## config.mk

```make
export PLATFORM = sky130hd
export DESIGN_NAME = vector_lp_normalizer_flat
export DESIGN_NICKNAME = d
export VERILOG_FILES = /design/src/rtl/vln_pkg.sv /design/src/rtl/vln_if.sv /design/src/rtl/vln_root_div.sv /design/src/rtl/vln_scale.sv /design/src/rtl/vector_lp_normalizer.sv /design/src/flat_wrapper.sv
export VERILOG_INCLUDE_DIRS = /design/src /design/src/rtl
export SDC_FILE = /design/constraint.sdc
export NUM_CORES = 2
export LEC_CHECK = 0
export BUFFER_PORTS_ARGS = -buffer_cell sky130_fd_sc_hd__clkbuf_2
export CORE_AREA = 8 8 300 593
export CTS_BUF_LIST = sky130_fd_sc_hd__clkbuf_2 sky130_fd_sc_hd__clkbuf_4 sky130_fd_sc_hd__clkbuf_8
export DETAILED_ROUTE_END_ITERATION = 12
export DIE_AREA = 0 0 308 601
export PLACE_DENSITY = 0.76
export SLEW_MARGIN = 25
export SYNTH_ARGS = -nofsm -noshare
export SYNTH_HDL_FRONTEND = slang
export SYNTH_SLANG_ARGS = --single-unit
```

## constraint.sdc

```tcl
create_clock -name i_clk -period 12.21 [get_ports i_clk]
set_input_delay 3.0525 -clock i_clk [delete_from_list [all_inputs] [get_ports i_clk]]
set_output_delay 3.0525 -clock i_clk [all_outputs]
set_load 0.02 [all_outputs]
```

## src/rtl/vector_lp_normalizer_assert.svh

```systemverilog
// assertion helpers for the lp normalizer
`ifndef VECTOR_LP_NORMALIZER_ASSERT_SVH
`define VECTOR_LP_NORMALIZER_ASSERT_SVH

// same-cycle implication
`define VLN_ASSERT_NOW(label, clk, rst_n, ante, cons) \
    label: assert property (@(posedge clk) disable iff (!rst_n) (ante) |-> (cons)) \
        else $error("vln assertion failed");

// next-cycle implication
`define VLN_ASSERT_NEXT(label, clk, rst_n, ante, cons) \
    label: assert property (@(posedge clk) disable iff (!rst_n) (ante) |=> (cons)) \
        else $error("vln assertion failed");

`endif

```

## src/rtl/vln_pkg.sv

```systemverilog
package vln_pkg;

    localparam int SAMPLE_W   = 16;
    localparam int ORDER_W    = 2;
    localparam int ACC_W      = 37;
    localparam int RECIP_W    = 32;
    localparam int NORM_W     = 45;
    localparam int OPER_W     = 54;
    localparam int REM_W      = 47;
    localparam int PROD_W     = 48;
    localparam int STEP_W     = 6;
    localparam int SQRT_STEPS = 27;
    localparam int DIV_STEPS  = 32;

    localparam logic [ORDER_W-1:0] ORDER_L1    = 2'd1;
    localparam logic [ORDER_W-1:0] ORDER_RESET = 2'd2;

    typedef enum logic [3:0] {
        S_LOAD,
        S_NORM,
        S_SQRT,
        S_DIV_START,
        S_DIV,
        S_READ,
        S_MUL,
        S_SAT,
        S_EMIT
    } t_state;

    typedef enum logic {
        RD_SQRT,
        RD_DIV
    } t_rd_mode;

    typedef struct packed {
        logic                start;
        t_rd_mode            mode;
        logic [OPER_W-1:0]   operand;
        logic [NORM_W-1:0]   divisor;
    } t_rd_req;

    typedef struct packed {
        logic                done;
        logic [RECIP_W-1:0]  result;
    } t_rd_rsp;

endpackage

```

## src/rtl/vln_if.sv

```systemverilog
interface vln_sample_if;
    import vln_pkg::*;
    logic                       valid;
    logic                       ready;
    logic signed [SAMPLE_W-1:0] sample_value;
    logic                       last_sample;
    modport source (output valid, sample_value, last_sample, input ready);
    modport sink (input valid, sample_value, last_sample, output ready);
endinterface

interface vln_result_if;
    import vln_pkg::*;
    logic                       valid;
    logic                       ready;
    logic signed [SAMPLE_W-1:0] scaled_value;
    logic                       last_result;
    modport source (output valid, scaled_value, last_result, input ready);
    modport sink (input valid, scaled_value, last_result, output ready);
endinterface

interface vln_cfg_if;
    import vln_pkg::*;
    logic               valid;
    logic               ready;
    logic [ORDER_W-1:0] norm_order;
    modport source (output valid, norm_order, input ready);
    modport sink (input valid, norm_order, output ready);
endinterface

```

## src/rtl/vln_root_div.sv

```systemverilog
module vln_root_div (
    input  logic             i_clk,
    input  logic             i_rst_n,
    input  vln_pkg::t_rd_req i_req,
    output vln_pkg::t_rd_rsp o_rsp
);
    import vln_pkg::*;

    logic                r_busy;
    t_rd_mode            r_mode;
    logic [STEP_W-1:0]   r_cnt;
    logic [REM_W-1:0]    r_rem;
    logic [OPER_W-1:0]   r_src;
    logic [NORM_W-1:0]   r_div;
    logic [RECIP_W-1:0]  r_q;
    logic                r_done;

    logic [REM_W-1:0]    cand;
    logic [REM_W-1:0]    trial;
    logic                ge;

    // one restoring step: two radicand bits for the root, one dividend bit for the divide
    always_comb begin
        if (r_mode == RD_SQRT) begin
            cand  = {r_rem[REM_W-3:0], r_src[OPER_W-1 -: 2]};
            trial = REM_W'({r_q[SQRT_STEPS-1:0], 2'b01});
        end else begin
            cand  = {r_rem[REM_W-2:0], r_src[OPER_W-1]};
            trial = REM_W'(r_div);
        end
        ge = (cand >= trial);
    end

    always_ff @(posedge i_clk) begin
        if (!i_rst_n) begin
            r_busy <= 1'b0;
            r_done <= 1'b0;
            r_cnt  <= '0;
        end else begin
            r_done <= 1'b0;
            if (i_req.start) begin
                r_busy <= 1'b1;
                r_cnt  <= (i_req.mode == RD_SQRT) ? STEP_W'(SQRT_STEPS - 1)
                                                  : STEP_W'(DIV_STEPS - 1);
            end else if (r_busy) begin
                r_cnt <= r_cnt - 1'b1;
                if (r_cnt == '0) begin
                    r_busy <= 1'b0;
                    r_done <= 1'b1;
                end
            end
        end
    end

    always_ff @(posedge i_clk) begin
        if (i_req.start) begin
            r_mode <= i_req.mode;
            r_q    <= '0;
            r_div  <= i_req.divisor;
            if (i_req.mode == RD_SQRT) begin
                r_rem <= '0;
                r_src <= i_req.operand;
            end else begin
                // quotient fits 32 bits, so the top dividend bits start below the divisor
                r_rem <= REM_W'(i_req.operand[NORM_W:RECIP_W]);
                r_src <= {i_req.operand[RECIP_W-1:0], (OPER_W-RECIP_W)'(0)};
            end
        end else if (r_busy) begin
            r_rem <= ge ? (cand - trial) : cand;
            r_q   <= {r_q[RECIP_W-2:0], ge};
            r_src <= (r_mode == RD_SQRT) ? {r_src[OPER_W-3:0], 2'b00}
                                         : {r_src[OPER_W-2:0], 1'b0};
        end
    end

    assign o_rsp.done   = r_done;
    assign o_rsp.result = r_q;

endmodule

```

## src/rtl/vln_scale.sv

```systemverilog
module vln_scale (
    input  logic                                i_clk,
    input  logic                                i_en,
    input  logic signed [vln_pkg::SAMPLE_W-1:0] i_sample,
    input  logic [vln_pkg::RECIP_W-1:0]         i_recip,
    output logic signed [vln_pkg::SAMPLE_W-1:0] o_scaled
);
    import vln_pkg::*;

    logic [PROD_W-1:0]   r_prod;
    logic                r_neg;
    logic [SAMPLE_W-1:0] mag;
    logic [RECIP_W-1:0]  q;

    assign mag = i_sample[SAMPLE_W-1] ? (~i_sample + 1'b1) : i_sample;

    always_ff @(posedge i_clk) begin
        if (i_en) begin
            r_prod <= PROD_W'(mag) * PROD_W'(i_recip) + PROD_W'(32768);
            r_neg  <= i_sample[SAMPLE_W-1];
        end
    end

    assign q = r_prod[PROD_W-1:PROD_W-RECIP_W];

    always_comb begin
        if (r_neg) begin
            o_scaled = (q > RECIP_W'(32768)) ? 16'sh8000 : SAMPLE_W'(~q[SAMPLE_W-1:0] + 1'b1);
        end else begin
            o_scaled = (q > RECIP_W'(32767)) ? 16'sh7fff : q[SAMPLE_W-1:0];
        end
    end

endmodule

```

## src/rtl/vector_lp_normalizer.sv

```systemverilog
// load: one cycle per sample, ready held high until the vector ends
// norm: L1 35 cycles, L2 63 cycles (root 28, divide 33) on one shared root/divide unit
// a zero norm skips the divide: L1 2 cycles, L2 30 cycles
// emit: four cycles per result (store read, multiply, saturate, output register)
// vector of n samples with no output stall: n + 35 + 4n cycles (L1), n + 63 + 4n cycles (L2)
// synchronous active-low reset clears control state and sets norm order to L2
module vector_lp_normalizer #(
    parameter int VECTOR_MAX = 64
) (
    input  logic         i_clk,
    input  logic         i_rst_n,
    vln_sample_if.sink   i_sample,
    vln_result_if.source o_result,
    vln_cfg_if.sink      i_cfg
);
    import vln_pkg::*;

    `include "vector_lp_normalizer_assert.svh"

    localparam int CW = $clog2(VECTOR_MAX + 1);
    localparam int AW = (VECTOR_MAX > 1) ? $clog2(VECTOR_MAX) : 1;

    t_state              r_state;
    t_state              n_state;
    logic [ORDER_W-1:0]  r_order;
    logic [CW-1:0]       r_count;
    logic [ACC_W-1:0]    r_acc;
    logic                r_l1;
    logic [NORM_W-1:0]   r_norm;
    logic [RECIP_W-1:0]  r_recip;
    logic [AW-1:0]       r_idx;
    logic [SAMPLE_W-1:0] r_rd;
    logic [SAMPLE_W-1:0] r_out_value;
    logic                r_out_last;
    logic                r_out_valid;
    logic [SAMPLE_W-1:0] r_mem [VECTOR_MAX];

    logic                in_req;
    logic                out_req;
    logic                l1;
    logic [SAMPLE_W-1:0] mag;
    logic [ACC_W-1:0]    term;
    logic                vec_end;
    logic                idx_last;
    t_rd_req             rd_req;
    t_rd_rsp             rd_rsp;
    logic                scale_en;
    logic signed [SAMPLE_W-1:0] scaled;
    logic [NORM_W:0]     numer;

    assign i_cfg.ready = 1'b1;
    assign in_req      = i_sample.valid && i_sample.ready;
    assign out_req     = r_out_valid && o_result.ready;
    assign l1          = (r_order == ORDER_L1);
    assign mag         = i_sample.sample_value[SAMPLE_W-1] ? (~i_sample.sample_value + 1'b1)
                                                           : i_sample.sample_value;
    assign term        = l1 ? ACC_W'(mag) : ACC_W'(mag * mag);
    assign vec_end     = i_sample.last_sample || (r_count + 1'b1 == CW'(VECTOR_MAX));
    assign idx_last    = (r_idx == AW'(r_count - 1'b1));
    // 1.0 in Q1.31 shifted by the 8 fraction bits of the norm, rounded
    assign numer       = (NORM_W+1)'(64'd1 << 39) + (NORM_W+1)'(r_norm >> 1);

    // next state
    always_comb begin
        n_state = r_state;
        case (r_state)
            S_LOAD:      if (in_req && vec_end) n_state = S_NORM;
            S_NORM:      n_state = r_l1 ? S_DIV_START : S_SQRT;
            S_SQRT:      if (rd_rsp.done) n_state = S_DIV_START;
            S_DIV_START: n_state = (r_norm == '0) ? S_READ : S_DIV;
            S_DIV:       if (rd_rsp.done) n_state = S_READ;
            S_READ:      n_state = S_MUL;
            S_MUL:       n_state = S_SAT;
            S_SAT:       n_state = S_EMIT;
            S_EMIT: begin
                if (out_req) n_state = r_out_last ? S_LOAD : S_READ;
            end
            default:     n_state = S_LOAD;
        endcase
    end

    // control outputs
    always_comb begin
        i_sample.ready = (r_state == S_LOAD);
        scale_en       = (r_state == S_MUL);
        rd_req.start   = 1'b0;
        rd_req.mode    = RD_SQRT;
        rd_req.operand = {1'b0, r_acc, 16'b0};
        rd_req.divisor = r_norm;
        case (r_state)
            S_NORM: begin
                rd_req.start = !r_l1;
            end
            S_DIV_START: begin
                rd_req.start   = (r_norm != '0);
                rd_req.mode    = RD_DIV;
                rd_req.operand = OPER_W'(numer);
            end
            default: begin
                rd_req.start = 1'b0;
            end
        endcase
    end

    always_ff @(posedge i_clk) begin
        if (!i_rst_n) begin
            r_state     <= S_LOAD;
            r_order     <= ORDER_RESET;
            r_count     <= '0;
            r_acc       <= '0;
            r_idx       <= '0;
            r_out_valid <= 1'b0;
            r_recip     <= '0;
        end else begin
            r_state <= n_state;
            if (i_cfg.valid) r_order <= i_cfg.norm_order;
            if (in_req) begin
                r_count <= r_count + 1'b1;
                r_acc   <= r_acc + term;
            end
            if (r_state == S_DIV_START && r_norm == '0) r_recip <= '0;
            if (r_state == S_DIV && rd_rsp.done) r_recip <= rd_rsp.result;
            if (r_state == S_SAT) r_out_valid <= 1'b1;
            if (out_req) begin
                r_out_valid <= 1'b0;
                if (r_out_last) begin
                    r_idx   <= '0;
                    r_count <= '0;
                    r_acc   <= '0;
                end else begin
                    r_idx <= r_idx + 1'b1;
                end
            end
        end
    end

    always_ff @(posedge i_clk) begin
        if (in_req) begin
            r_mem[r_count[AW-1:0]] <= i_sample.sample_value;
            r_l1 <= l1;
        end
        r_rd <= r_mem[r_idx];
        if (r_state == S_NORM) r_norm <= {r_acc, 8'b0};
        if (r_state == S_SQRT && rd_rsp.done) r_norm <= NORM_W'(rd_rsp.result);
        if (r_state == S_SAT) begin
            r_out_value <= scaled;
            r_out_last  <= idx_last;
        end
    end

    vln_root_div u_root_div (
        .i_clk   (i_clk),
        .i_rst_n (i_rst_n),
        .i_req   (rd_req),
        .o_rsp   (rd_rsp)
    );

    vln_scale u_scale (
        .i_clk    (i_clk),
        .i_en     (scale_en),
        .i_sample (r_rd),
        .i_recip  (r_recip),
        .o_scaled (scaled)
    );

    assign o_result.valid        = r_out_valid;
    assign o_result.scaled_value = r_out_value;
    assign o_result.last_result  = r_out_last;

    `VLN_ASSERT_NOW(a_no_load_while_out, i_clk, i_rst_n, r_state == S_LOAD, !r_out_valid)
    `VLN_ASSERT_NEXT(a_last_clears, i_clk, i_rst_n, out_req && r_out_last, r_count == '0)
    `VLN_ASSERT_NOW(a_count_bound, i_clk, i_rst_n, 1'b1, r_count <= CW'(VECTOR_MAX))

endmodule

```

## src/flat_wrapper.sv

```systemverilog
// flat-port wrapper written by rule: the top's interface ports become plain ports
module vector_lp_normalizer_flat import vln_pkg::*;
#(
    parameter int VECTOR_MAX = 64
)
  (i_clk, i_rst_n, i_sample_valid, i_sample_sample_value, i_sample_last_sample, i_sample_ready, o_result_valid, o_result_scaled_value, o_result_last_result, o_result_ready, i_cfg_valid, i_cfg_norm_order, i_cfg_ready);
  vln_sample_if i_sample_i ();
  vln_result_if o_result_i ();
  vln_cfg_if i_cfg_i ();
  input  logic i_clk;
  input  logic i_rst_n;
  input wire logic [$bits(i_sample_i.valid)-1:0] i_sample_valid;
  input wire logic [$bits(i_sample_i.sample_value)-1:0] i_sample_sample_value;
  input wire logic [$bits(i_sample_i.last_sample)-1:0] i_sample_last_sample;
  output wire logic [$bits(i_sample_i.ready)-1:0] i_sample_ready;
  output wire logic [$bits(o_result_i.valid)-1:0] o_result_valid;
  output wire logic [$bits(o_result_i.scaled_value)-1:0] o_result_scaled_value;
  output wire logic [$bits(o_result_i.last_result)-1:0] o_result_last_result;
  input wire logic [$bits(o_result_i.ready)-1:0] o_result_ready;
  input wire logic [$bits(i_cfg_i.valid)-1:0] i_cfg_valid;
  input wire logic [$bits(i_cfg_i.norm_order)-1:0] i_cfg_norm_order;
  output wire logic [$bits(i_cfg_i.ready)-1:0] i_cfg_ready;
  assign i_sample_i.valid = i_sample_valid;
  assign i_sample_i.sample_value = i_sample_sample_value;
  assign i_sample_i.last_sample = i_sample_last_sample;
  assign i_sample_ready = i_sample_i.ready;
  assign o_result_valid = o_result_i.valid;
  assign o_result_scaled_value = o_result_i.scaled_value;
  assign o_result_last_result = o_result_i.last_result;
  assign o_result_i.ready = o_result_ready;
  assign i_cfg_i.valid = i_cfg_valid;
  assign i_cfg_i.norm_order = i_cfg_norm_order;
  assign i_cfg_ready = i_cfg_i.ready;
  vector_lp_normalizer #(.VECTOR_MAX(VECTOR_MAX)) u_core (.i_clk(i_clk), .i_rst_n(i_rst_n), .i_sample(i_sample_i), .o_result(o_result_i), .i_cfg(i_cfg_i));
endmodule
```

# Word level (Yosys, flattened, before mapping)
# Memories as Yosys holds them, arrays and structs flattened. A register that Yosys moved wholly into a read port is not among the register bits.
# Cells that the tools add are included.
[op_classes] add_sub_neg=11 bitwise=5 n_lt_le_gt_ge=3 mul=2 mux=46 reduce_logical=18 eq_ne=15
[op_table] op="$mux W54" n=4
[op_table] op="$mux W32" n=5
[op_table] op="$mux W46" n=3
[op_table] op="$mux W37" n=3
[op_table] op="$mux W16" n=5
[op_table] op="$mux W55" n=1
[op_table] op="$add A16 B1 Y16 const B" n=3
[op_table] op="$add A48 B16 Y48 const B" n=1
[op_table] op="$mul A16 B32 Y48" n=1
[op_table] op="$not A16 Y16" n=3
[op_table] op="$ge A47 B45 Y1" n=1
[op_table] op="$mux W47" n=1
[op_table] op="$sub A46 B45 Y46" n=1
[op_table] op="$add A40 B44 Y45 const A" n=1
[op_table] op="$logic_not A45 Y1" n=1
[op_table] op="$mux W45" n=1
[op_table] op="$reduce_bool A45 Y1" n=1
[op_table] op="$add A37 B32 Y37" n=1
[op_table] op="$pmux W4 S9" n=1
[op_table] op="$gt A32 B15 Y1 const B" n=1
[op_table] op="$gt A32 B16 Y1 const B" n=1
[op_table] op="$mul A16 B16 Y32" n=1
[op_table] op="$mux W7" n=3
[op_table] op="$mux W6" n=3
[op_table] op="27 further kinds" n=53
[word_totals] elab_cells=123 mem_count=1 ramBits=1024 in_bits=24 ff_bits=387 out_inout_bits=20
[memory_table] memory="u_core.r_mem" depth=64 width=16 rd=1 rd_ports_with_merged_regs=1 wr=1 line_no="vector_lp_normalizer.sv:36" source="logic [SAMPLE_W-1:0] r_mem [VECTOR_MAX];"

# Logic depth before layout (Yosys ltp)
[depth] depth_word=9 depth_mapped=45 mapped_depth_nobuf=44

# Hierarchy
# From an unflattened synthesis, not the netlist that was laid out.
[hier_totals] cells_unflattened=6776 hier_area_um2=85384.4
[modules_own_cells] module="vector_lp_normalizer" area_per_inst_um2=55300.5 cells_each=3473 n_inst=1 seq_area_each_um2=34613.2
[modules_own_cells] module="vln_scale" area_per_inst_um2=18512.8 cells_each=2162 n_inst=1 seq_area_each_um2=991.0
[modules_own_cells] module="vln_root_div" area_per_inst_um2=11571.1 cells_each=1141 n_inst=1 seq_area_each_um2=5185.0

# Worst setup path before layout
# Ideal clock, no wire load.
[synth_timing] path_type="input to register" from="in i_sample_sample_value[0]" to="reg u_core.r_acc[36]" t_required_ns=12.140 setup_ns=0.070 t_arrival_ns=12.462 path_slack_ns=-0.323 cell_stages=40 path_buffers=1 path_cell_list="inv_1 > clkbuf_1 > ha_1 > nand2_1 > or2_2 > o41ai_2 > xor2_1 > clkinv_1 > nand2_1 > fa_1 > fa_1 > inv_1 > fa_1 > fa_1 > fa_1 > inv_1 > fa_1 > inv_1 > (+4 left out) > a211oi_1 > o31ai_1 > a21o_1 > a21o_1 > a31oi_1 > xor2_1 > nor2_1 > ha_1 > and3_1 > o211ai_1 > nand2_1 > nand3_1 > a31oi_1 > o21ai_0 > a211oi_1 > a21oi_1 > or3_1 > a21oi_1"
[synth_between] elab_chain_len=9
[synth_rtl] element="from (decl)" line_no="flat_wrapper.sv:13" source="input wire logic [$bits(i_sample_i.sample_value)-1:0] i_sample_sample_value;"
[synth_rtl] element="$not A16 Y16" line_no="vector_lp_normalizer.sv:55" source="assign mag = i_sample.sample_value[SAMPLE_W-1] ? (~i_sample.sample_value + 1'b1)"
[synth_rtl] element="$add A16 B1 Y16" line_no="vector_lp_normalizer.sv:55"
[synth_rtl] element="$mux W16 (*)" line_no="vector_lp_normalizer.sv:55"
[synth_rtl] element="$mul A16 B16 Y32" line_no="vector_lp_normalizer.sv:57" source="assign term = l1 ? ACC_W'(mag) : ACC_W'(mag * mag);"
[synth_rtl] element="$mux W32 (*)" line_no="vector_lp_normalizer.sv:57"
[synth_rtl] element="$add A37 B32 Y37 (*)" line_no="vector_lp_normalizer.sv:119" source="r_acc <= r_acc + term;"
[synth_rtl] element="$mux W37 (*)" line_no="vector_lp_normalizer.sv:117" source="if (in_req) begin"
[synth_rtl] element="$mux W37" line_no="vector_lp_normalizer.sv:126" source="if (r_out_last) begin"
[synth_rtl] element="$mux W37 (*)" line_no="vector_lp_normalizer.sv:124" source="if (out_req) begin"
[synth_rtl] element="to (signal assigned)" line_no="vector_lp_normalizer.sv:119"
[synth_rtl] element="to (decl)" line_no="vector_lp_normalizer.sv:27" source="logic [ACC_W-1:0] r_acc;"
# Every way passes the cells marked *; elsewhere a longest branch is shown, timed or not.
# A chain may end at the register's enable or synchronous reset.

# Worst setup path after layout
[layout_timing] from="in i_sample_sample_value[3]" to="reg u_core.r_acc[36]"
# Same word-level chain as after synthesis.

==> run metrics <==
Arr. time, crit path=12.28 ns; Netlist cell types=79; Critical R2R Capture=u_core.u_scale.r_prod[47]; cts hold-fix bufs=0; number of fill cells=13900; gpl congestion=0.891; Synth area leader=edfxtp_1; design area=91100 µm²; Detailed Place HPWL=138 mm; Total GRT Usage=0.220; status=completed; Slew HR=0.338; Top cell by count, worst path=fa_1; number of synthesis warnings=0; top-count cell post-synth=edfxtp_1; Max Fclk=roughly 0.087 GHz; CTS Sinks=1411; Port Buf Inserts=42; footprint of the multi-input gates=a little under 40000 µm²; io pins=44; PnR worst setup slack=0.718 ns; PostCTS Resize Cnt=0; DRC viols=0; Hold Crit Endpoint=u_core.r_order[1]; dpl cell area=87200 µm²; area growth from synthesis to layout=9.93%; Reg area=approximately 40000 µm²; GRT overflow=0; synthesized area per cell=13.1 µm²; setup violators final=0; CP top delay family=adder cells; max-cap viol count=0; die area=185000 µm²; worst-margin pin slew=~0.99 ns; H-tree Lvls=4; initial drt markers=5115; leakage=33.8 nW; Vias/cell=a little under 6; Netlist Area Pre-Place=82800 µm²; HP Class=reg2reg; clk buf depth=4; Num CTS Buffers=195; Setup crit end kind=flop; Layout Nets=7485; number of global-route vias before repair=53800; Worst Path Required=13.00 ns; share of cells above drive strength 1=0.160; Worst Setup Start Kind=primary input; r2r startpoint=u_core.r_rd[0]; row count=around 220; CP Buf/Inv Count=8; initial core utilization=0.486; via count=51700; clk_lat worst skew=about 0.9 ns; largest net degree at the start of global routing=88; Synth top area share=0.454; number of flops mapped to enable cells by yosys=1253; WL per Instance=22.7 µm; Hold Path Cell Cnt=2; FF-to-FF setup slack=2.96 ns; clock-pin slew on the worst setup and hold paths=0.07 ns; WS Path Type=in2reg; Synth async-reset ratio=0; total power=between 20 and 25 mW; initial antenna violation count=7; core area=171000 µm²; minimum clock period=approximately 11 ns; Seq/Total Area, Yosys=0.492; VDD IR-drop max=between 0.9 and 1 mV; Die H=601 µm; Mapped Cells=6317; critical path's largest stage delay=0.54 ns; crit path max fanout=6; TritonCTS clock tree=done; clk_skew=0.0780 ns; ys flop type=edfxtp_1; Synth top cells by count=edfxtp_1 (1253), nand2_1 (749), inv_1 (713); detailed-route wire length=204 mm; Power Density=272 nW/µm²; R2R cell count=29; Clock Root Buffer=clkbuf_8; hold_sp=u_core.r_order[1]; Slew Viols, Final=0; largest cells by area after synthesis=edfxtp_1 (45%), fa_1 (14%), mux4_2 (9.1%), ha_1 (5.0%), dfxtp_1 (3.8%); Die Wd=about 310 µm; FF+latch count, synth=1411; period utilisation layout=0.941; dpl ws=-0.136 ns; first-pass GRT wire length=between 300 and 400 mm; Initial DRT Pass Iterations=5; antenna viol nets, final=0; RSZ-0062 raised after global routing=no; Worst path slowest cell=fa_1; Hold Fails Final Rpt=0; postcts setup bufs=0
==> worst max-delay path by stage <==
| stage | to | from | depth (start not counted) |
|---|---|---|---|
| after global routing | u_core.r_acc[34] | i_sample_sample_value[3] | 44 |
| after global placement | u_core.r_acc[36] | i_sample_sample_value[3] | 43 |
| final | u_core.r_acc[36] | i_sample_sample_value[3] | 43 |
| after detailed placement | u_core.r_acc[36] | i_sample_sample_value[3] | 43 |
| after CTS | u_core.r_acc[36] | i_sample_sample_value[3] | 42 |
| after floorplan | u_core.r_acc[36] | i_sample_sample_value[3] | 39 |
==> power by group <==
group / switching, mW / internal, mW / leakage (nW)
Clock: 1.77 / 1.90 / 2.03
Combinational: 8.07 / 6.79 / 19.1
Sequential: 0.300 / 5.89 / 12.6
Total: 10.1 / 14.6 / 33.8
==> flip-flops by register name (all words and copies together), names as in the netlist <==
register and count:
u_core.o_result.valid 1, u_core.u_root_div.r_src 54, u_core.r_mem 1024, u_core.u_root_div.r_div 45
u_core.r_norm 45, u_core.r_count 7, u_core.u_root_div.r_mode 1, u_core.u_root_div.r_busy 1
u_core.r_idx 6, u_core.u_root_div.r_done 1, u_core.o_result.last_result 1, u_core.r_acc 37
u_core.r_order 2, u_core.r_l1 1, u_core.u_root_div.r_cnt 6, u_core.u_root_div.r_q 32
u_core.o_result.scaled_value 16, u_core.u_scale.r_neg 1, u_core.r_rd 16, u_core.u_scale.r_prod 32
u_core.u_root_div.r_rem 46, u_core.r_recip 32, u_core.r_state 4
==> logic make-up (layout without fill, tap and decap cells) <==
kind of cell | Yosys count | after routing | share of synthesized area
muxes | 504 | 504 | 0.112
xor gates and xnor gates | 171 | 171 | 0.0181
other | 2 | 18 | 0.0000907
and+or+nand+nor | 1616 | 1616 | 0.0879
buffers and inverters | 1026 | 1396 | 0.0467
DFF | 1411 | 1411 | 0.492
adders and majority gates | 911 | 911 | 0.190
AOI/OAI and AO/OA | 676 | 676 | 0.0521
==> tightest hold or removal path, cell delays in order, from the launching register on <==
cell	delay (ns)
dfxtp_1	0.33
mux2i_1	0.06
nand2_1	0.06
==> cells in the final DEF (no fill, tap or decap), drive strengths merged, types with 25 or more instances in the layout <==
cell type,count
a211oi,26
a21boi,42
a21o,73
a21oi,198
a22oi,31
and2,93
buf,289
clkbuf,300
clkinv,73
dfxtp,158
edfxtp,1253
fa,582
ha,328
inv,719
mux2,42
mux2i,126
mux4,336
nand2,750
nand2b,37
nand3,95
nand4,32
nor2,339
nor2b,120
nor3,42
nor4,25
o21ai,147
or3,30
xnor2,107
xor2,64
==> layer usage <==
layer / GRT usage / part of all wire / vias to the layer above
met5: 0 / 0.00022 / -
met3: 0.0421 / 0.091 / 501
li1: - / - / 22700
met2: 0.356 / 0.47 / 2429
met1: 0.288 / 0.39 / 26100
met4: 0.0966 / 0.047 / 6
==> cell type report <==
type / count / area share
Inverter: 721 / 0.0298
Timing Repair Buffer: 331 / 0.0265
Clock inverter: 86 / 0.00702
Antenna cell: 5 / 0.000137
Multi-Input combinational cell: 3891 / 0.422
Sequential cell: 1411 / 0.448
Clock buffer: 258 / 0.0352
Tap cell: 2278 / 0.0313
==> metrics by stage <==
| stage | TNS (ns) | utilization | std cells | hold WS, ns |
|---|---|---|---|---|
| 3_5_place_dp | -0.653 | 0.511 | 8631 | 0.454 |
| 6_report | 0 | 0.534 | 8981 | 0.472 |
| 5_1_grt | 0 | 0.534 | 8978 | 0.489 |
| 2_1_floorplan | 0 | - | 6328 | 0.428 |
| 3_3_place_gp | 0 | 0.511 | 8631 | 0.451 |
| 4_1_cts | 0 | 0.534 | 8975 | 0.471 |
No activity file was read; power rests on OpenSTA's default activity.
